$ cat src/lcs_pkg.sv
// ----------------------------------------------------------------------------
// lcs_pkg
// Types and constants shared by the five-point Laplacian stencil modules.
// ----------------------------------------------------------------------------
`default_nettype none

package lcs_pkg;

   localparam int MAX_WIDTH    = 1024;
   localparam int COL_BITS     = $clog2(MAX_WIDTH);
   localparam int PIXEL_BITS   = 16;
   localparam int ROW_BITS     = 16;
   localparam int FW_BITS      = 11;
   localparam int CSR_BITS     = 16;
   localparam int LAP_BITS     = 19;
   localparam int OUT_COL_BITS = 10;

   localparam int RESET_WIDTH  = 640;
   localparam int RESET_HEIGHT = 480;

   // Register indexes of the configuration port.
   localparam logic CSR_FRAME_WIDTH  = 1'b0;
   localparam logic CSR_FRAME_HEIGHT = 1'b1;

   // Results an input word can cause, in the order they leave the block.
   localparam logic [2:0] RES_ABOVE  = 3'b001;  // pixel one row up, same column
   localparam logic [2:0] RES_LEFT   = 3'b010;  // bottom row, one column left
   localparam logic [2:0] RES_CORNER = 3'b100;  // bottom-right pixel itself

   typedef struct packed {
      logic [PIXEL_BITS-1:0] upper;
      logic [PIXEL_BITS-1:0] middle;
   } line_type;

   typedef struct packed {
      logic [PIXEL_BITS-1:0] pixel;
      logic [COL_BITS-1:0]   col;
      logic [ROW_BITS-1:0]   row;
      logic                  first_col;
      logic                  second_col;
      logic                  last_col;
      logic                  row_one;
      logic [2:0]            pend;
   } item_type;

endpackage

`default_nettype wire

$ cat src/lcs_emit.sv
// ----------------------------------------------------------------------------
// lcs_emit
// Stencil window, result sequencer and output register. Each held word gives
// up to three results, one per cycle unless the output stalls, through one shared adder.
// ----------------------------------------------------------------------------
`default_nettype none

module lcs_emit import lcs_pkg::*; (
   input  wire logic                    clock,
   input  wire logic                    reset,
   input  wire logic                    accept,
   input  wire item_type                item,
   input  wire line_type                line_rd,
   output logic                         take_ready,
   output logic                         rsp_valid,
   input  wire logic                    rsp_ready,
   output logic signed [LAP_BITS-1:0]   rsp_laplace_value,
   output logic        [OUT_COL_BITS-1:0] rsp_out_col,
   output logic        [ROW_BITS-1:0]   rsp_out_row,
   output logic                         rsp_last_in_run,
   output logic                         rsp_end_of_frame
);

   logic [2:0]            pend_ff, pend_in;
   item_type              cur_ff;
   logic [PIXEL_BITS-1:0] m_ff, u_ff, lm_ff, lp_ff, lp2_ff;

   logic [2:0]            sel;
   logic [2:0]            rest;
   logic                  fire;
   logic [PIXEL_BITS-1:0] nxt_m;

   logic [PIXEL_BITS-1:0] op_ctr, op_lf, op_rt, op_up, op_dn;
   logic [COL_BITS-1:0]   res_col;
   logic [ROW_BITS-1:0]   res_row;
   logic                  res_eof;
   logic [LAP_BITS-1:0]   lap_in;

   logic                  rsp_valid_ff, rsp_valid_in;
   logic [LAP_BITS-1:0]   lap_ff;
   logic [OUT_COL_BITS-1:0] col_ff;
   logic [ROW_BITS-1:0]   row_ff;
   logic                  last_ff, eof_ff;

   // While a word is held, the read port shows the next column, wrapping to column zero.
   assign nxt_m = line_rd.middle;

   assign sel        = pend_ff & (~pend_ff + 3'd1);
   assign rest       = pend_ff & ~sel;
   assign fire       = (pend_ff != 3'b000) && (!rsp_valid_ff || rsp_ready);
   assign take_ready = (pend_ff == 3'b000) || (fire && (rest == 3'b000));

   always_comb begin
      pend_in = pend_ff;
      if (accept) begin
         pend_in = item.pend;
      end else if (fire) begin
         pend_in = rest;
      end
   end

   always_ff @(posedge clock) begin
      if (reset) begin
         pend_ff <= '0;
      end else begin
         pend_ff <= pend_in;
      end
   end

   // Window: the held column plus the one and two columns before it.
   always_ff @(posedge clock) begin
      if (accept) begin
         cur_ff <= item;
         m_ff   <= line_rd.middle;
         u_ff   <= line_rd.upper;
         lm_ff  <= m_ff;
         lp_ff  <= cur_ff.pixel;
         lp2_ff <= lp_ff;
      end
   end

   always_comb begin
      op_ctr  = cur_ff.pixel;
      op_lf   = lp_ff;
      op_rt   = cur_ff.pixel;
      op_up   = m_ff;
      op_dn   = cur_ff.pixel;
      res_col = cur_ff.col;
      res_row = cur_ff.row;
      res_eof = 1'b0;
      case (sel)
         RES_ABOVE: begin
            // Top edge mirrors row one, which is the incoming row here.
            op_ctr  = m_ff;
            op_up   = cur_ff.row_one ? cur_ff.pixel : u_ff;
            op_lf   = cur_ff.first_col ? nxt_m : lm_ff;
            op_rt   = cur_ff.last_col ? m_ff : nxt_m;
            op_dn   = cur_ff.pixel;
            res_row = cur_ff.row - ROW_BITS'(1);
         end
         RES_LEFT: begin
            op_ctr  = lp_ff;
            op_lf   = cur_ff.second_col ? cur_ff.pixel : lp2_ff;
            op_rt   = cur_ff.pixel;
            op_up   = lm_ff;
            op_dn   = lp_ff;
            res_col = cur_ff.col - COL_BITS'(1);
         end
         RES_CORNER: begin
            res_eof = 1'b1;
         end
         default: begin
            res_eof = 1'b0;
         end
      endcase
   end

   assign lap_in = (LAP_BITS'(op_ctr) << 2) - LAP_BITS'(op_lf) - LAP_BITS'(op_rt)
                   - LAP_BITS'(op_up) - LAP_BITS'(op_dn);

   always_comb begin
      rsp_valid_in = rsp_valid_ff;
      if (fire) begin
         rsp_valid_in = 1'b1;
      end else if (rsp_ready) begin
         rsp_valid_in = 1'b0;
      end
   end

   always_ff @(posedge clock) begin
      if (reset) begin
         rsp_valid_ff <= 1'b0;
      end else begin
         rsp_valid_ff <= rsp_valid_in;
      end
   end

   always_ff @(posedge clock) begin
      if (fire) begin
         lap_ff  <= lap_in;
         col_ff  <= OUT_COL_BITS'(res_col);
         row_ff  <= res_row;
         last_ff <= (rest == 3'b000);
         eof_ff  <= res_eof;
      end
   end

   assign rsp_valid         = rsp_valid_ff;
   assign rsp_laplace_value = lap_ff;
   assign rsp_out_col       = col_ff;
   assign rsp_out_row       = row_ff;
   assign rsp_last_in_run   = last_ff;
   assign rsp_end_of_frame  = eof_ff;

endmodule

`default_nettype wire

$ cat config.mk
export PLATFORM = sky130hd
export DESIGN_NAME = lcs_emit
export DESIGN_NICKNAME = d
export VERILOG_FILES = /design/src/lcs_pkg.sv /design/src/lcs_emit.sv
export SDC_FILE = /design/constraint.sdc
export NUM_CORES = 1
export LEC_CHECK = 0
export BUFFER_PORTS_ARGS = -buffer_cell sky130_fd_sc_hd__buf_2
export CAP_MARGIN = 20
export CORE_UTILIZATION = 53
export CTS_CLUSTER_SIZE = 14
export DETAILED_ROUTE_END_ITERATION = 10
export GPL_TIMING_DRIVEN = 0
export PLACE_DENSITY = 0.78
export SLEW_MARGIN = 20
export SYNTH_ARGS = -nofsm -noshare
export SYNTH_HDL_FRONTEND = slang
export SYNTH_SLANG_ARGS = --single-unit
export TNS_END_PERCENT = 10
$ cat constraint.sdc
create_clock -name clock -period 4.9 [get_ports clock]
set_input_delay 0.245 -clock clock [delete_from_list [all_inputs] [get_ports clock]]
set_output_delay 0.245 -clock clock [all_outputs]
set_load 0.05 [all_outputs]
==> results.ini, run 1 <==
[placed_design]
numPortBuffers=133
place_ws_ns=-0.7867
dp.cells=1193
post-dp-hpwl_mm=15.50
gp_congestion=0.9238
detailed_place.area_mm2=0.01084

[timing]
fin_crit_sh=0.9683
finalWorstSetupSlack_ns=0.1555
hold_violations=0
tns_ns=0
setup_viol=0
fmax_mhz=210.8
fin_crit_ns=4.745
worst_pin_slew_ns=0.6680
fin_skew_ns=0.009992
slew_headroom=0.5536
drv_slew=0

[detailed_routing]
drc=32
vias=7021
vias_per_cell=5.455
firstDrtPassIters=8
drt_wl_total_mm=23.33
ant_nets=0
drt_iter0_markers=648
wl_per_cell_um=18.12

[worst_hold_path]
holdPathStages=1
hold_path.class=in2reg

[yosys]
syn-num-nets=983
synthAdderAreaFrac=0.1249
syn_inst=829
seq_area_frac_synth=0.5371
synth_top_area_cell=edfxtp_1
yosys.area_share.xor_xnor=0.03389
ys_types=41
synth-compound-area-share=0.07275
synth_edf_count=173
muxShareOfSynthArea=0.1012
syn_avg_cell_area_um2=11.85
synth_top_family_by_area=adder cells
ys_warn_count=0
async_flop_share=0
synth-main-ff-cell=edfxtp_1
syn_area_mm2=0.009821
synthSimpleGateAreaFrac=0.08880
yosys.area.top_type_share=0.5290
synth-seq-cells=177
netlist_top_cells_area=edfxtp_1 53%, fa_1 9.6%, mux2i_1 8.1%

[pwr]
p_per_area_mw_per_mm2=516.9
power.internal_uw=3773
switching_share=0.4010
leakagePower_uw=0.005116
pwr-share-seq=0.333
p_clk_frac=0.212
peakVddDrop_v=0.0004034
pwr-share-comb=0.455
p_sw_uw=2526

[finish]
final_area_mm2=0.01219
nNetsFinal=1199
nFillCells=1293
drive_above_1_share=0.2127
area_delta_synth_final_pct=24.08
final_cell_count_no_fill=1287
antenna_cells=0

[floorplanning]
pin_count=134
fp.dieArea_mm2=0.01908
die_h_um=138.1
core_mm2=0.01809
start_util=0.5430
dieWidth_um=138.1
fp-row-count=49

[clock_network]
cts_root_buf=clkbuf_16
htree_num_levels=4
clkTransAtPathRegs_ns=0.07
clkSinkCount=177
numCtsBuffers=17
clockBufferDepth=2
clk_latency_ns=0.44
cts_tree=done

[setup_path]
cp_top_family=adder cells
required_ns=5.10
cp.arrival_ns=4.94
critPathMaxStageDelay_ns=0.56
worst_setup_path_start_kind=register
worst-path-buf-inv=3
crit_path_cell_trace=clkbuf_4, mux2_2, o21ai_0, fa_1, inv_1, fa_1, fa_1, inv_1, ha_2, nand2_1, a211o_1, a31o_2, nor2b_1, o311ai_2, xnor2_1
r2r_cells=15
criticalPathCategory=reg2reg
cp.depth=15
end_kind=register
crit_top_cell=fa_1
slowest_stage=fa_1
crit_fanout=10

[grt]
grt-ovfl-total=0
grt.total_usage=0.2516
grt_max_degree=78
antenna_found_initial=0
grt_pass1_vias=7039
grt_pass1_wl_mm=36.91

[status]
violations=DRC
status=finished, violations left

[flow_run]
drv_cap=0

kinds of logic after synthesis:
group           after synthesis
simple gates                206
flops                       177
compound gates              133
buf+inv                     108
mux                          97
fa+ha+maj                    70
xor+xnor                     38
flip-flops by register name, indices dropped and copies added (netlist names):
| signal | flops |
|---|---|
| lp2_ff | 16 |
| m_ff | 16 |
| lp_ff | 16 |
| rsp_out_col | 10 |
| u_ff | 16 |
| pend_ff | 3 |
| cur_ff | 46 |
| lm_ff | 16 |
| rsp_end_of_frame | 1 |
| rsp_valid | 1 |
| rsp_out_row | 16 |
| rsp_laplace_value | 19 |
| rsp_last_in_run | 1 |
per-layer routing:
layer  global-route usage  up-vias  wire [um]
met2               0.4149      298      10980
met5                    0        -          0
met4              0.09994        0        720
li1                     -     3321          -
met3              0.05300       59       1822
met1               0.3277     3343       9800
power by group through the flow:
stage | sequential (uW) | combinational, uW | clock [uW]
global route | 2110 | 3150 | 1420
CTS | 2090 | 2740 | 1350
floorplan | 2460 | 1690 | 0
finish | 2090 | 2870 | 1340
detailed placement | 2120 | 2650 | 0
global placement | 2120 | 2590 | 0
synth_stat cells (14+ instances only):
| library cell | n |
|---|---|
| inv_1 | 74 |
| fa_1 | 47 |
| mux2_2 | 18 |
| o21ai_0 | 30 |
| xnor2_1 | 14 |
| xor2_1 | 24 |
| clkbuf_1 | 26 |
| a21oi_1 | 85 |
| mux2i_1 | 79 |
| ha_1 | 22 |
| nand2_1 | 87 |
| edfxtp_1 | 173 |
| nor2_1 | 87 |
cells in the final DEF, fill, tap and decap left out, types with 3 or more instances in the layout:
cell           synthesis  layout
clkinv_8               0       4
ha_1                  22      20
a21oi_1               85      83
nand3_1                3       3
buf_4                  0      10
inv_6                  0       4
inv_1                 74      74
o21bai_1               3       3
inv_8                  0       3
clkbuf_1              26       5
nand2_1               87      87
mux2i_1               79      79
o21ai_0               30      29
clkbuf_16              0      17
nor2_1                87      86
clkbuf_4               0      11
mux2_2                18      18
edfxtp_1             173     173
xnor2_1               14      14
a21o_1                 4       4
nor3_1                 8       8
dlygate4sd3_1          0      63
xor2_1                24      24
nor2b_1                3       3
buf_2                  1     133
clkbuf_2               0       4
fa_1                  47      47
dfxtp_1                4       3
nor4_1                 6       6
final timing paths:
path / slack (ns) / startpoint / end
setup / recovery: 0.16 / cur_ff[3]$_DFFE_PP_ / rsp_laplace_value[15]$_DFFE_PP_
hold / removal: 0.01 / line_rd[3] / m_ff[3]$_DFFE_PP_
setup reg to reg: 0.16 / cur_ff[3]$_DFFE_PP_ / rsp_laplace_value[15]$_DFFE_PP_
hold reg to reg: 0.52 / m_ff[2]$_DFFE_PP_ / lm_ff[2]$_DFFE_PP_
stage by stage:
step	hold slack, ns	utilization	total power, uW
after floorplan	0.3174	-	4154
after global placement	0.4218	0.5957	4709
final	0.01078	0.6737	6299
after CTS	0.002302	0.6703	6184
after detailed placement	0.4231	0.5995	4775
after global routing	0.002562	0.6737	6681
cell type report:
class | instances | area (um2) | share of cell area
Tap cell | 229 | 286.5 | 0.02351
Clock buffer | 17 | 425.4 | 0.03491
Multi-Input combinational cell | 544 | 4183 | 0.3433
Sequential cell | 177 | 5276 | 0.4330
Buffer | 29 | 186.4 | 0.01530
Inverter | 74 | 277.8 | 0.02279
Clock inverter | 15 | 162.7 | 0.01335
Timing Repair Buffer | 202 | 1388 | 0.1139
timing repair:
item	in CTS	in global routing
hold endpoints to repair	64	0
hold buffers	63	0
setup buffers	4	0
gates resized for setup	28	44
setup endpoints to repair	14	11
Power figures use the tool's default switching activity.
==> run 2, diff against run 1 <==
--- a/config.mk
+++ b/config.mk
@@ -7,11 +7,13 @@
 export LEC_CHECK = 0
 export BUFFER_PORTS_ARGS = -buffer_cell sky130_fd_sc_hd__buf_2
 export CAP_MARGIN = 20
-export CORE_UTILIZATION = 53
+export CELL_PAD_IN_SITES_DETAIL_PLACEMENT = 1
+export CELL_PAD_IN_SITES_GLOBAL_PLACEMENT = 1
+export CORE_UTILIZATION = 42
 export CTS_CLUSTER_SIZE = 14
 export DETAILED_ROUTE_END_ITERATION = 10
 export GPL_TIMING_DRIVEN = 0
-export PLACE_DENSITY = 0.78
+export PLACE_DENSITY = 0.77
 export SLEW_MARGIN = 20
 export SYNTH_ARGS = -nofsm -noshare
 export SYNTH_HDL_FRONTEND = slang
==> results.ini, run 2 (synthesized netlist as in run 1, its figures left out) <==
[timing]
tns_ns=0  ; unchanged
fin_crit_ns=4.748  ; +0.003555 ns
finalWorstSetupSlack_ns=0.1519  ; -0.003555 ns
worst_pin_slew_ns=0.6959  ; +0.02790 ns
slew_headroom=0.5360  ; -0.01755
fmax_mhz=210.6  ; about the same
rsz0062_at_grt=true
hold_violations=0  ; unchanged
fin_skew_ns=0.02049  ; +0.01050 ns
fin_crit_sh=0.9690  ; about the same
setup_viol=0  ; unchanged
drv_slew=0  ; unchanged

[finish]
area_delta_synth_final_pct=25.75
final_area_mm2=0.01235  ; +1.3%
antenna_cells=0  ; unchanged
largest_reg_flops=46  ; unchanged
nNetsFinal=1201  ; +0.17%
final_common_cell=edfxtp_1
mostFrequentLayoutCells=173 x edfxtp_1, 134 x buf_2, 87 x nand2_1
regMostFlops=cur_ff
drive_above_1_share=0.2142  ; +0.001486

[detailed_routing]
drt_wl_total_mm=28.17  ; +21%
vias_per_cell=5.269  ; -3.4%
ant_nets=0  ; unchanged
firstDrtPassIters=5  ; -3
drt_iter0_markers=418  ; -35%
drc=0  ; -100%
vias=7235  ; +3.0%
wl_per_cell_um=20.52  ; +13%

[setup_path]
cp.arrival_ns=4.94  ; about the same
rr_endpoint=rsp_laplace_value[15]$_DFFE_PP_
timing.rr.start=pend_ff[1]$_SDFFE_PP0P_
required_ns=5.09  ; about the same
r2r_setup_slack_ns=0.15  ; about the same
crit_path_cell_trace=buf_2, buf_4, clkbuf_8, a21oi_2, a21oi_1, fa_1, inv_1, fa_1, fa_1, inv_1, ha_2, nand2_1, a211o_1, a31o_2, nor2b_1, o311ai_2, xnor2_1
critPathMaxStageDelay_ns=0.57  ; about the same
criticalPathCategory=reg2reg
crit_top_cell=fa_1
worst-path-buf-inv=5  ; +2
slowest_stage=fa_1
crit_fanout=10  ; unchanged
r2r_cells=17  ; +2
cp_top_family=adder cells
end_kind=register
worst_setup_path_start_kind=register

[grt]
grt_pass1_vias=7855  ; +12%
grt.total_usage=0.2424  ; -0.009199
antenna_found_initial=0  ; unchanged
grt-ovfl-total=0  ; unchanged
grt_max_degree=74  ; -5.1%
grt_pass1_wl_mm=43.13  ; +17%

[pwr]
p_per_area_mw_per_mm2=525.1  ; +1.6%
leakagePower_uw=0.005148  ; +0.61%
total_power_uw=6485  ; +3.0%
peakVddDrop_v=0.0002359  ; -42%

[clock_network]
htree_num_levels=4  ; unchanged
numCtsBuffers=17  ; unchanged
clkSinkCount=177  ; unchanged
clkTransAtPathRegs_ns=0.08  ; about the same
clockBufferDepth=2  ; unchanged
cts_root_buf=clkbuf_16
clk_latency_ns=0.46  ; +0.02 ns
cts_tree=done

[floorplanning]
fp.dieArea_mm2=0.02400  ; +26%
pin_count=134  ; unchanged
dieWidth_um=154.9  ; +12%
start_util=0.4311  ; -0.1119
die_h_um=154.9  ; +12%
core_mm2=0.02278  ; +26%
fp-row-count=55  ; +12%

[status]
status=completed

[worst_hold_path]
worstHoldStart=line_rd[6]
hold_path.class=in2reg
holdPathStages=1  ; unchanged
hold_end=m_ff[6]$_DFFE_PP_

[placed_design]
detailed_place.area_mm2=0.01094  ; +0.93%
post-dp-hpwl_mm=19.02  ; +23%
gp_congestion=0.8375  ; -9.3%
place_ws_ns=-0.9703  ; -0.1835 ns
numPortBuffers=133  ; unchanged

[flow_run]
drv_cap=0  ; unchanged

## run 2: cell count changes in the layout (fill, tap and decap cells not counted), sizes merged
| cell | before | now |
|---|---|---|
| clkinvlp | 2 | 0 |
| clkbuf | 37 | 36 |
| buf | 148 | 150 |
| dlygate4sd3 | 63 | 64 |
| clkinv | 6 | 8 |
## run 2: final cells by class
class / instances / area [um2]
inverter: 74 / 277.8
fill: 2423 / 10430
clock inverter: 15 / 206.4
clock buffer: 17 / 425.4
multi-input combinational: 544 / 4177
sequential: 177 / 5276
tap: 313 / 391.6
buffer: 30 / 201.4
timing repair buffer: 203 / 1394
## run 2: metal layers
| metal | part of all wire | global-route usage |
|---|---|---|
| met1 | 0.42 | 0.2946 |
| met2 | 0.50 | 0.4245 |
| met3 | 0.059 | 0.05237 |
| met4 | 0.023 | 0.08581 |
| met5 | 0 | 0 |
## run 2: repair_timing
item | 4_1_cts | 5_1_grt
setup buffers | 4 | 0
endpoints found under the setup margin | 14 | 11
hold buffers | 64 | 0
gates resized for setup | 44 | 26
pin swaps | 0 | 1
hold endpoints to repair | 67 | 0
## run 2: per-stage QoR
stage                     std cells  utilization  hold slack (ns)
after floorplan                 829            -           0.3174
after detailed placement       1277       0.4805           0.4233
after CTS                      1373       0.5411        0.0004079
after global placement         1275       0.4776           0.4218
final                          1373       0.5422          0.01070
after global routing           1373       0.5422         0.006173
## run 2: power by group
| part | internal [uW] | leakage, uW | total, uW | switching, uW |
|---|---|---|---|---|
| logic | 1080 | 0.00313 | 2940 | 1860 |
| clock network | 707 | 0.000304 | 1440 | 733 |
| registers | 2000 | 0.00171 | 2100 | 103 |
## run 2: how the worst max path moves through the flow
stage	from	end	cells after the start	slack [ns]
CTS	pend_ff[0]$_SDFFE_PP0P_	rsp_laplace_value[16]$_DFFE_PP_	16	0.009
global route	pend_ff[1]$_SDFFE_PP0P_	rsp_laplace_value[15]$_DFFE_PP_	17	-0.06
finish	pend_ff[1]$_SDFFE_PP0P_	rsp_laplace_value[15]$_DFFE_PP_	17	0.15
global placement	cur_ff[6]$_DFFE_PP_	rsp_laplace_value[16]$_DFFE_PP_	17	-0.90
detailed placement	cur_ff[6]$_DFFE_PP_	rsp_laplace_value[15]$_DFFE_PP_	17	-0.97
floorplan	cur_ff[6]$_DFFE_PP_	rsp_laplace_value[15]$_DFFE_PP_	17	0.07
==> run 3, diff against run 2 <==
--- a/config.mk
+++ b/config.mk
@@ -9,11 +9,12 @@
 export CAP_MARGIN = 20
 export CELL_PAD_IN_SITES_DETAIL_PLACEMENT = 1
 export CELL_PAD_IN_SITES_GLOBAL_PLACEMENT = 1
-export CORE_UTILIZATION = 42
+export CORE_UTILIZATION = 38
 export CTS_CLUSTER_SIZE = 14
 export DETAILED_ROUTE_END_ITERATION = 10
 export GPL_TIMING_DRIVEN = 0
-export PLACE_DENSITY = 0.77
+export PLACE_DENSITY = 0.71
+export RECOVER_POWER = 50
 export SLEW_MARGIN = 20
 export SYNTH_ARGS = -nofsm -noshare
 export SYNTH_HDL_FRONTEND = slang
==> results.ini, run 3 (synthesized netlist as in run 1, its figures left out) <==
[worst_hold_path]
hold_path.class=in2reg
hold_end=pend_ff[1]$_SDFFE_PP0P_
worstHoldStart=item[1]
holdPathStages=3  ; +2

[finish]
drive_above_1_share=0.1902  ; -0.02394
nNetsFinal=1203  ; +0.17%
mostFrequentLayoutCells=173 x edfxtp_1, 105 x buf_2, 86 x nor2_1
area_delta_synth_final_pct=26.35
antenna_cells=0  ; unchanged
final_area_mm2=0.01241  ; +0.48%
final_common_cell=edfxtp_1
regMostFlops=cur_ff
largest_reg_flops=46  ; unchanged

[detailed_routing]
drt_wl_total_mm=27.91  ; -0.95%
vias=7135  ; -1.4%
drt_iter0_markers=574  ; +37%
firstDrtPassIters=5  ; unchanged
vias_per_cell=5.126  ; -2.7%
wl_per_cell_um=20.05  ; -2.3%
drc=0  ; unchanged
ant_nets=0  ; unchanged

[setup_path]
cp_top_family=adder cells
crit_fanout=6  ; -4
r2r_cells=16  ; -1
rr_endpoint=rsp_laplace_value[15]$_DFFE_PP_
crit_path_cell_trace=buf_6, mux2i_1, a21oi_1, a21oi_1, fa_1, inv_1, fa_1, fa_1, inv_1, ha_1, nand2_2, a211o_1, a31o_2, nor2b_1, o311ai_2, xnor2_1
slowest_stage=fa_1
end_kind=register
cp.arrival_ns=4.89  ; -0.05 ns
crit_top_cell=fa_1
timing.rr.start=cur_ff[5]$_DFFE_PP_
cp.depth=16  ; -1
worst-path-buf-inv=3  ; -2
r2r_setup_slack_ns=0.20  ; +0.04 ns
worst_setup_path_start_kind=register
criticalPathCategory=reg2reg
required_ns=5.09  ; about the same
critPathMaxStageDelay_ns=0.58  ; about the same

[timing]
fin_crit_ns=4.703  ; -0.04495 ns
drv_slew=135  ; +135
tns_ns=0  ; unchanged
rsz0062_at_grt=false
setup_viol=0  ; unchanged
slew_headroom=-1.260  ; -1.796
fin_crit_sh=0.9598  ; -0.009173
fmax_mhz=212.6  ; +0.96%
hold_violations=0  ; unchanged
whs_ns=0.02503  ; +0.01433 ns
worst_pin_slew_ns=3.390  ; +2.694 ns
fin_skew_ns=0.01362  ; -0.006867 ns

[clock_network]
clockBufferDepth=2  ; unchanged
numCtsBuffers=17  ; unchanged
clkTransAtPathRegs_ns=0.09  ; about the same
clkSinkCount=177  ; unchanged
cts_root_buf=clkbuf_16
htree_num_levels=4  ; unchanged
cts_tree=done
clk_latency_ns=0.45  ; about the same

[floorplanning]
start_util=0.3889  ; -0.04227
fp.dieArea_mm2=0.02649  ; +10%
dieWidth_um=162.8  ; +5.1%
die_h_um=162.8  ; +5.1%
fp-row-count=58  ; +5.5%
core_mm2=0.02525  ; +11%
pin_count=134  ; unchanged

[pwr]
total_power_uw=6585  ; +1.5%
leakagePower_uw=0.005092  ; -1.1%
p_per_area_mw_per_mm2=530.7  ; +1.1%
peakVddDrop_v=0.0003068  ; +30%

[grt]
grt_pass1_wl_mm=42.26  ; -2.0%
antenna_found_initial=0  ; unchanged
grt-ovfl-total=0  ; unchanged
grt.total_usage=0.2154  ; -0.02707
grt_pass1_vias=7480  ; -4.8%
grt_max_degree=72  ; -2.7%

[flow_run]
drv_cap=2  ; +2

[status]
status=finished, violations left
violations=capacitance limit, slew limit

[placed_design]
detailed_place.area_mm2=0.01097  ; +0.26%
post-dp-hpwl_mm=19.30  ; +1.5%
numPortBuffers=133  ; unchanged
gp_congestion=0.8329  ; -0.55%

-- run 3: cell count changes in the layout (fill, tap and decap cells not counted), moves of 3 or more --
cell and delta:
o21ai_1 -3, clkbuf_1 +26, buf_6 +7, buf_2 -29
o21ai_0 +3, clkbuf_4 -4
-- run 3: layout make-up --
cell class | instances | area (um2)
inverters | 74 | 277.8
clock inverters | 15 | 211.5
well taps | 330 | 412.9
plain buffers | 30 | 244.0
repair buffers | 205 | 1358
clock buffers | 17 | 425.4
fillers | 2732 | 12850
multi-input cells | 544 | 4200
flip-flops and latches | 177 | 5279
-- run 3: where the power goes --
part / internal (uW) / total [uW] / switching, uW / leakage [uW]
sequential: 2000 / 2100 / 101 / 0.00171
clock: 715 / 1470 / 752 / 0.000306
combinational: 1120 / 3010 / 1890 / 0.00307
-- run 3: through the flow --
stage	setup slack, ns	util	std cells
finish	0.1969	0.4913	1392
global route	0.004352	0.4913	1392
CTS	0.002071	0.4902	1391
detailed placement	-1.017	0.4345	1294
global placement	-0.8527	0.4316	1292
floorplan	0.06548	-	829
-- run 3: metal layers --
metal	share of wire	global-route usage
met1	0.44	0.2793
met4	0.021	0.06754
met5	0	0
met3	0.046	0.02801
met2	0.49	0.3725
-- run 3: worst max-delay path by stage --
stage | start | end | slack [ns]
floorplan | cur_ff[6]$_DFFE_PP_ | rsp_laplace_value[15]$_DFFE_PP_ | 0.07
global placement | cur_ff[6]$_DFFE_PP_ | rsp_laplace_value[16]$_DFFE_PP_ | -0.85
detailed placement | cur_ff[6]$_DFFE_PP_ | rsp_laplace_value[16]$_DFFE_PP_ | -1.02
CTS | pend_ff[1]$_SDFFE_PP0P_ | rsp_laplace_value[15]$_DFFE_PP_ | 0.002
global route | cur_ff[5]$_DFFE_PP_ | rsp_laplace_value[16]$_DFFE_PP_ | 0.004
finish | cur_ff[5]$_DFFE_PP_ | rsp_laplace_value[15]$_DFFE_PP_ | 0.20
-- run 3: timing repair --
item / CTS / global route
hold endpoints to repair: 67 / 1
hold buffers: 65 / 1
resized for setup: 49 / 40
buffers inserted: 4 / 0
setup endpoints to repair: 14 / 9
pin swaps: 0 / 3
-- run 3: tightest hold or removal path, cell delays in order --
cell     delay, ns
buf_2         0.08
a21oi_1       0.05
nor2_1        0.07
